[src/rtl/core/bmpq_pkg.sv]
package bmpq_pkg;

    localparam int PRIO_W        = 8;
    localparam int DATA_W        = 32;
    localparam int DEFAULT_DEPTH = 16;

    typedef enum logic
    {
        OP_INSERT = 1'b0,
        OP_REMOVE = 1'b1
    } op_t;

    typedef enum logic [1:0]
    {
        STATUS_OK    = 2'd0,
        STATUS_FULL  = 2'd1,
        STATUS_EMPTY = 2'd2
    } status_t;

    // One slot of the sorted chain, as seen by its neighbors.
    typedef struct packed
    {
        logic              valid;
        logic [PRIO_W-1:0] prio;
        logic [DATA_W-1:0] data;
        logic              keep;   // slot stays put on an insert
    } slot_t;

    // Command broadcast to every cell.
    typedef struct packed
    {
        logic              insert;
        logic              remove;
        logic [PRIO_W-1:0] prio;
        logic [DATA_W-1:0] data;
    } cmd_t;

endpackage

[src/rtl/core/bounded_min_priority_queue.sv]
// Bounded min priority queue built as a sorted chain of DEPTH cells.
// The result of each input transfer is captured in the output register.
// Throughput: one item per cycle unless a held result drops in_ready; every cell
// updates in parallel, so an insert or a remove costs the same at any occupancy.
// Reset (rst_n, async, active low) empties the chain and the output register.
module bounded_min_priority_queue
#(
    parameter int DEPTH = bmpq_pkg::DEFAULT_DEPTH
)
(
    input  logic                              clk,
    input  logic                              rst_n,
    // input channel
    input  logic                              in_valid,
    output logic                              in_ready,
    input  logic                              operation,
    input  logic [bmpq_pkg::PRIO_W-1:0]       priority_req,
    input  logic signed [bmpq_pkg::DATA_W-1:0] payload,
    // result channel
    output logic                              out_valid,
    input  logic                              out_ready,
    output logic [1:0]                        status,
    output logic [bmpq_pkg::PRIO_W-1:0]       out_priority,
    output logic signed [bmpq_pkg::DATA_W-1:0] out_payload,
    output logic [$clog2(DEPTH+1)-1:0]        occupancy
);
    import bmpq_pkg::*;

    localparam int OccW = $clog2(DEPTH + 1);

    // Slot 0 is the head: the next entry to leave. The chain stays sorted by
    // priority with ties in arrival order, so a remove simply pops slot 0.
    slot_t            slots [DEPTH];
    slot_t            head_slot;
    slot_t            tail_slot;
    cmd_t             cmd;

    logic             in_fire;
    logic             full;
    logic             empty;
    logic             do_insert;
    logic             do_remove;

    logic [OccW-1:0]  count_reg;
    logic [OccW-1:0]  count_next;

    logic             out_valid_reg;
    logic             out_valid_next;
    status_t          status_reg;
    status_t          status_next;
    logic [PRIO_W-1:0] out_prio_reg;
    logic [PRIO_W-1:0] out_prio_next;
    logic [DATA_W-1:0] out_data_reg;
    logic [DATA_W-1:0] out_data_next;
    logic [OccW-1:0]  occ_reg;

    // Accept a new item whenever the output register is free or being drained.
    assign in_ready = !out_valid_reg || out_ready;
    assign in_fire  = in_valid && in_ready;

    // Occupancy is visible at the chain ends: the last slot for full, the
    // head for empty.
    assign full  = slots[DEPTH-1].valid;
    assign empty = !slots[0].valid;

    assign do_insert = in_fire && (op_t'(operation) == OP_INSERT) && !full;
    assign do_remove = in_fire && (op_t'(operation) == OP_REMOVE) && !empty;

    assign cmd.insert = do_insert;
    assign cmd.remove = do_remove;
    assign cmd.prio   = priority_req;
    assign cmd.data   = DATA_W'(payload);

    // Boundary neighbors: in front of the head everything "stays", so the head
    // takes a new entry that beats it; behind the tail only empty slots arrive.
    assign head_slot = '{valid: 1'b1, prio: '0, data: '0, keep: 1'b1};
    assign tail_slot = '{valid: 1'b0, prio: '0, data: '0, keep: 1'b0};

    for (genvar i = 0; i < DEPTH; i++)
    begin : g_cell
        bmpq_cell u_cell
        (
            .clk   (clk),
            .rst_n (rst_n),
            .cmd   (cmd),
            .left  ((i == 0) ? head_slot : slots[(i == 0) ? 0 : i - 1]),
            .right ((i == DEPTH - 1) ? tail_slot : slots[(i == DEPTH - 1) ? i : i + 1]),
            .slot  (slots[i])
        );
    end

    // Track occupancy alongside the chain for the result field.
    always_comb
    begin
        count_next = count_reg;
        if (do_insert)
        begin
            count_next = count_reg + OccW'(1);
        end
        else if (do_remove)
        begin
            count_next = count_reg - OccW'(1);
        end
    end

    // Build the result of the item being transferred in.
    always_comb
    begin
        status_next    = STATUS_OK;
        out_prio_next  = '0;
        out_data_next  = '0;
        if (op_t'(operation) == OP_INSERT)
        begin
            if (full)
            begin
                status_next = STATUS_FULL;
            end
        end
        else
        begin
            if (empty)
            begin
                status_next = STATUS_EMPTY;
            end
            else
            begin
                out_prio_next = slots[0].prio;
                out_data_next = slots[0].data;
            end
        end
    end

    always_comb
    begin
        out_valid_next = out_valid_reg;
        if (in_fire)
        begin
            out_valid_next = 1'b1;
        end
        else if (out_ready)
        begin
            out_valid_next = 1'b0;
        end
    end

    always_ff @(posedge clk or negedge rst_n)
    begin
        if (!rst_n)
        begin
            count_reg     <= '0;
            out_valid_reg <= 1'b0;
        end
        else
        begin
            count_reg     <= count_next;
            out_valid_reg <= out_valid_next;
        end
    end

    // Result payload: hold until the next input transfer.
    always_ff @(posedge clk)
    begin
        if (in_fire)
        begin
            status_reg   <= status_next;
            out_prio_reg <= out_prio_next;
            out_data_reg <= out_data_next;
            occ_reg      <= count_next;
        end
    end

    assign out_valid    = out_valid_reg;
    assign status       = 2'(status_reg);
    assign out_priority = out_prio_reg;
    assign out_payload  = $signed(out_data_reg);
    assign occupancy    = occ_reg;

endmodule

[src/rtl/core/bmpq_cell.sv]
module bmpq_cell
(
    input  logic            clk,
    input  logic            rst_n,
    input  bmpq_pkg::cmd_t  cmd,
    input  bmpq_pkg::slot_t left,
    input  bmpq_pkg::slot_t right,
    output bmpq_pkg::slot_t slot
);
    import bmpq_pkg::*;

    logic              valid_reg;
    logic              valid_next;
    logic [PRIO_W-1:0] prio_reg;
    logic [PRIO_W-1:0] prio_next;
    logic [DATA_W-1:0] data_reg;
    logic [DATA_W-1:0] data_next;
    logic              keep;

    // Stay when holding an entry of equal or smaller priority: ties keep order.
    assign keep = valid_reg && (prio_reg <= cmd.prio);

    always_comb
    begin
        valid_next = valid_reg;
        prio_next  = prio_reg;
        data_next  = data_reg;
        if (cmd.insert && !keep)
        begin
            if (left.keep)
            begin
                // first slot past the insertion point: take the new entry
                valid_next = 1'b1;
                prio_next  = cmd.prio;
                data_next  = cmd.data;
            end
            else
            begin
                // shift toward the tail
                valid_next = left.valid;
                prio_next  = left.prio;
                data_next  = left.data;
            end
        end
        else if (cmd.remove)
        begin
            // shift toward the head
            valid_next = right.valid;
            prio_next  = right.prio;
            data_next  = right.data;
        end
    end

    always_ff @(posedge clk or negedge rst_n)
    begin
        if (!rst_n)
        begin
            valid_reg <= 1'b0;
        end
        else
        begin
            valid_reg <= valid_next;
        end
    end

    always_ff @(posedge clk)
    begin
        prio_reg <= prio_next;
        data_reg <= data_next;
    end

    assign slot.valid = valid_reg;
    assign slot.prio  = prio_reg;
    assign slot.data  = data_reg;
    assign slot.keep  = keep;

endmodule

[config.mk]
export PLATFORM = sky130hd
export DESIGN_NAME = bounded_min_priority_queue
export DESIGN_NICKNAME = d
export VERILOG_FILES = /design/src/rtl/core/bmpq_pkg.sv /design/src/rtl/core/bounded_min_priority_queue.sv /design/src/rtl/core/bmpq_cell.sv
export SDC_FILE = /design/constraint.sdc
export NUM_CORES = 2
export LEC_CHECK = 0
export BUFFER_PORTS_ARGS = -buffer_cell sky130_fd_sc_hd__buf_4
export CELL_PAD_IN_SITES_DETAIL_PLACEMENT = 1
export CELL_PAD_IN_SITES_GLOBAL_PLACEMENT = 1
export CORE_MARGIN = 2
export CORE_UTILIZATION = 30
export DETAILED_ROUTE_END_ITERATION = 16
export GPL_TIMING_DRIVEN = 1
export PLACE_DENSITY = 0.51
export REMOVE_ABC_BUFFERS = 1
export SYNTH_ARGS = -nofsm -noshare
export SYNTH_HDL_FRONTEND = slang
export SYNTH_SLANG_ARGS = --single-unit
[constraint.sdc]
create_clock -name clk -period 11 [get_ports clk]
set_input_delay 2.2 -clock clk [delete_from_list [all_inputs] [get_ports clk]]
set_output_delay 2.2 -clock clk [all_outputs]
set_load 0.05 [all_outputs]
==> Word-level counts from Yosys, hierarchy flattened <==
Cells that the tools add are included.
{ "op_classes": {"n_lt_le_gt_ge": 16, "n_addsub": 2, "mux": 148, "bitwise": 1, "reduce_logical": 74} }
{ "ops": {"columns": ["operator", "n"], "rows": [
  ["32-bit 2-to-1 mux", 47],
  ["8-bit 2-to-1 mux", 47],
  ["8-bit less-or-equal comparator", 16],
  ["1-bit 2-to-1 mux", 50],
  ["1-bit logical AND", 37],
  ["2-bit nonzero test", 17],
  ["1-bit logical NOT", 18],
  ["5-bit 2-to-1 mux", 2],
  ["5-bit by 1-bit adder with 5-bit output, second input constant", 1],
  ["5-bit by 1-bit subtractor with 5-bit output, second input constant", 1],
  ["2-bit 2-to-1 mux", 2],
  ["2-bit AND reduction", 1],
  ["1-bit logical OR", 1],
  ["1-bit inverter", 1]
]} }
{ "word_totals": {"inputBits": 45, "wordCells": 295, "register_bits": 709} }

==> Logic depth before layout (Yosys ltp) <==
{ "depth": {"depth_word": 7, "mapped_depth": 13, "mapped_depth_nobuf": 8} }

==> By module <==
A second synthesis with hierarchy kept.
{ "unflattened": {"hier_cells": 2925, "hier_area_um2": 43065.1} }
{ "by_module_without_submodules": {"columns": ["module", "instances", "seq_area_each_um2", "cells_each", "area_each_um2"], "rows": [
  ["bmpq_cell at g_cell[15].u_cell ...", 10, 1226.2, 174, 2487.4],
  ["bmpq_cell at g_cell[0].u_cell ...", 6, 1226.2, 174, 2682.6],
  ["bounded_min_priority_queue", 1, 1561.5, 141, 2095.8]
]} }

==> Least setup slack after synthesis <==
OpenSTA, ideal clock, no wires.
{ "synth_path": {"kind": "input to register", "start": "input port out_ready", "end": "register g_cell[14].u_cell.data_reg[0] (enable)", "t_arrival_ns": 7.480, "setup_slack_ns": 3.027, "setup_ns": 0.493, "cell_stages": 7, "t_required_ns": 10.507, "cell_sequence": "nand2b_2 and2_1 nand2_1 buf_2 clkbuf_1 clkbuf_1 o21ai_0"} }
{ "synth_between": {"elab_chain_cells": 6, "word_cells_on_any_way": 8, "cone_classes": "reduce/logical: 8"} }
{ "synth_lines": {"columns": ["element", "line_no", "source"], "rows": [
  ["from (decl)", "bounded_min_priority_queue.sv:21", "input logic out_ready,"],
  ["1-bit logical OR (*)", "bounded_min_priority_queue.sv:58", "assign in_ready = !out_valid_reg || out_ready;"],
  ["1-bit logical AND (*)", "bounded_min_priority_queue.sv:59", "assign in_fire = in_valid && in_ready;"],
  ["via in_fire", "bounded_min_priority_queue.sv:38", "logic in_fire;"],
  ["1-bit logical AND (2 in a row)", "bounded_min_priority_queue.sv:66", "assign do_insert = in_fire && (op_t'(operation) == OP_INSERT) && !full;"],
  ["1-bit logical AND", "bmpq_cell.sv:28", "if (cmd.insert && !keep)"],
  ["2-bit nonzero test (no source line) (*)", null, null],
  ["to (signal assigned)", "bmpq_cell.sv:69", "data_reg <= data_next;"],
  ["to (decl)", "bmpq_cell.sv:16", "logic [DATA_W-1:0] data_reg;"]
]} }
The timed path passes the listed nets; every way through them passes the cells marked *.
A chain may end at the register's enable or synchronous reset.

==> Worst setup path in the final report <==
{ "layout_path": {"start": "input port priority_req[1] (netlist bit)", "end": "register g_cell[2].u_cell.data_reg[19] (enable)"} }
{ "layout_between": {"elab_chain_cells": 5} }
{ "layout_lines": {"columns": ["element", "line_no", "source"], "rows": [
  ["from (decl)", "bounded_min_priority_queue.sv:17", "input logic [bmpq_pkg::PRIO_W-1:0] priority_req,"],
  ["8-bit less-or-equal comparator", "bmpq_cell.sv:21", "assign keep = valid_reg && (prio_reg <= cmd.prio);"],
  ["1-bit logical AND", "bmpq_cell.sv:21", null],
  ["1-bit logical NOT", "bmpq_cell.sv:28", null],
  ["1-bit logical AND", "bmpq_cell.sv:28", null],
  ["2-bit nonzero test (no source line)", null, null],
  ["to (signal assigned)", "bmpq_cell.sv:69", null],
  ["to (decl)", "bmpq_cell.sv:16", null]
]} }
No other way between the ends.

==> impl_results.md <==
- PortBufs: 93
- Area leader, netlist: edfxtp_1
- Ys async rst share: slightly above 3%
- Critical path type: input pin to register
- Max clock buf depth: 3
- Crit path buf inv count: 4
- Final total power: around 10 mW
- Logic pwr share: 30.9%
- Average cell area after synthesis: between 10 and 15 sq um
- RSZ-0062 raised after global routing: no
- Synth Register Bits: 709
- Synth area leaders: edfxtp_1 (54%), mux2i_1 (16%), o21ai_0 (9.0%), a21oi_1 (4.1%), ha_1 (4.0%)
- Main synth FF type: edfxtp_1
- WL/cell: around 26 um
- Die H: 360 um
- Setup Skew: about 0.037 ns
- Initial antenna violation count: 5
- Area growth syn-to-layout: 13.0%
- Pre-CTS setup slack: roughly 4.0 ns
- CP max stage delay: just over 1 ns
- Sequential-to-total area share from yosys stat: between 50 and 60%
- Ports: 94
- Share of layout cells above drive strength 1: around a tenth
- Top cells by count, synth: edfxtp_1 (687), o21ai_0 (682), mux2i_1 (600)
- CTS root buffer: clkbuf_16
- WHS: around 0.5 ns
- Reg power frac: 40.2%
- VDD IR max: around 0.12 mV
- Warnings, synthesis: 0
- Largest net degree at the start of global routing: 87
- Later-pin clock latency in the skew report: approximately 0.70 ns
- Postcts setup bufs: 0
- H-tree depth: 3
- Core Area: ~0.13 sq mm
- Cell with the most instances after synthesis: edfxtp_1
- Final setup viols: 0
- Internal: roughly 6.4 mW
- Cells after Synth: 3313
- CTS clk-pin slew, worst paths: 0.05 ns
- Startpoint Class: input pin
- Status: finished, final reports clean
- TritonRoute pass-1 iters: 5
- Total CTS buffers: 89
- WHS Path Cells: 1
- Worst reg-to-reg path cell count: 6
- Most used cell, CP: buf_4
- # clock sinks: roughly 710
- Hold Crit Class: register to register
- Leak pwr: about 16 nW
- Psw: about 3.6 mW
- Top delay family on crit path: simple AND/OR/NAND/NOR gates
- Slew headroom: around 15%
- Worst Path Arrival: 6.36 ns
- Setup TNS: 0 ns
- Final count of hold timing violations: 0
- Via count: 27200
- CP max stage cell: nand2_2
- Initial DRC count: approximately 1700
- PwrDens: 233 mW/mm^2
- First-pass GRT wire length: between 150000 and 200000 um
- Clock share of power: between 20% and 30%
- CP max FO: 42
- Worst Path Required: ~11 ns
- Starting Density: 30.3%
- PostCTS Resize Cnt: 0
- DRC: 0
- DP Wirelength: roughly 88000 um
- Vias in the first global route: between 30000 and 40000
- GRT Util Overall: 20.0%
- Die Width: 360 um
- Fin nets: roughly 3400
- Crit share post-route: a little under three fifths
- Final Critical Period: around 6.3 ns
- Post-Syn Area: ~0.038 sq mm
- Worst Slack Setup Final: around 4.7 ns
- Critical Path Stages: 11
- Largest register FFs: ~510
- Cts hold-fix bufs: 0
- Top-area cell type share of the netlist area: a little over half
- Vias per cell: 5.46
- Synth cell types: between 40 and 50
- Grt total ovfl: 0
- Die footprint: roughly 0.13 sq mm
- Max cap viols: 0
- Post-Route WL: between 100000 and 150000 um
- EDFF count, synth: just under 700
- Final Max Slew Viols: 0
- CTS tree: built
- Num rows: between 100 and 150
- Ordered list of cells on the worst path: buf_4 -> inv_1 -> buf_4 -> ha_1 -> nor2b_1 -> o211ai_1 -> a21oi_1 -> o41ai_2 -> buf_4 -> or2_2 -> nand2_2
- Worst Tran Pin Value: between 1 and 1.5 ns
- Sw frac: 36.0%
- ANT nets after route: 0
- RD Place Congestion: ~0.8
- Max frequency: between 150 and 200 MHz
- Critical Path End Type: register
## metrics by stage
stage / instances / instance area [sq um] / utilization [%]
global placement: 4808 / 40200 / 32.0
floorplan: 3005 / 36800 / -
detailed placement: 4808 / 40200 / 32.0
global route: 4968 / 43000 / 34.2
finish: 4971 / 43000 / 34.2
CTS: 4968 / 43000 / 34.2
## cell families (layout without fill, tap and decap cells)
kind of cell               count (synthesis)  in the layout  synth area share (%)
muxes                                    640            640                  16.9
buffers and inverters                    346            351                  3.78
other                                      0              3                     0
DFF                                      709            709                  55.6
adders and majority gates                122            122                  4.01
xor gates and xnor gates                   4              4                0.0920
and+or+nand+nor                          413            413                  4.90
AOI/OAI and AO/OA                       1079           1079                  14.7
## worst register-to-register path: cells and delay by family, from the launching register on
| kind | cells | cell delay, ns |
|---|---|---|
| buffers and inverters | 1 | 0.74 |
| AND/OR/NAND/NOR | 5 | 2.89 |
| flip-flops | 1 | 0.36 |
## final timing paths
path | to | slack, ns | startpoint
setup / recovery | g_cell[2].u_cell.data_reg[19] | 4.74 | priority_req[1]
max in group asynchronous | g_cell[0].u_cell.valid_reg | 9.20 | rst_n
setup reg to reg | g_cell[11].u_cell.data_reg[26] | 6.46 | out_valid
hold reg to reg | count_reg[4] | 0.50 | count_reg[4]
hold / removal | count_reg[4] | 0.50 | count_reg[4]
min in group asynchronous | g_cell[13].u_cell.valid_reg | 1.45 | rst_n
## cell type report
type | instances | area, sq um
diodes | 3 | 7.51
repair buffers | 153 | 1150
inverters | 38 | 143
clock buffers | 118 | 2390
clock inverters | 42 | 395
well taps | 1650 | 2060
fillers | 13600 | 82900
flip-flops and latches | 709 | 21200
multi-input cells | 2258 | 15700
## placed cells by master (no fill, tap or decap), types with 4 or more instances in the layout
cell type / instances
nand2b_2: 4
mux2_1: 38
nand2_1: 158
a211oi_1: 15
o21ai_0: 681
clkbuf_1: 24
a31oi_1: 9
edfxtp_1: 687
mux2i_1: 600
o31ai_4: 6
or2_2: 8
o21ai_1: 17
a21oi_1: 313
nor2b_1: 16
buf_4: 153
nand4_1: 26
clkbuf_16: 89
inv_1: 38
nor3_1: 9
clkinv_1: 19
and3_1: 40
ha_1: 122
dfrtp_1: 21
nor2_1: 111
o211ai_1: 12
clkbuf_8: 5
bufinv_16: 6
or3_1: 4
nand3_1: 8
nand2b_1: 4
nand2_2: 13
clkinv_2: 12
o41ai_2: 7
## per-layer routing
layer / up-vias / GRT usage, % / part of all wire, %
met4: 2 / 5.07 / 2.3
met3: 177 / 2.52 / 2.9
li1: 12400 / - / -
met1: 14200 / 25.7 / 45
met5: - / 0 / 0.015
met2: 404 / 35.4 / 50
## power by group through the flow
| stage | clock network [mW] | registers [mW] | logic [mW] |
|---|---|---|---|
| after global placement | 0 | 4.09 | 3.06 |
| final | 2.89 | 4.04 | 3.10 |
| after CTS | 2.98 | 4.05 | 3.15 |
| after detailed placement | 0 | 4.09 | 3.14 |
| after global routing | 3.06 | 4.09 | 3.40 |
| after floorplan | 0 | 4.00 | 2.39 |
(Power assumes the default switching activity.)
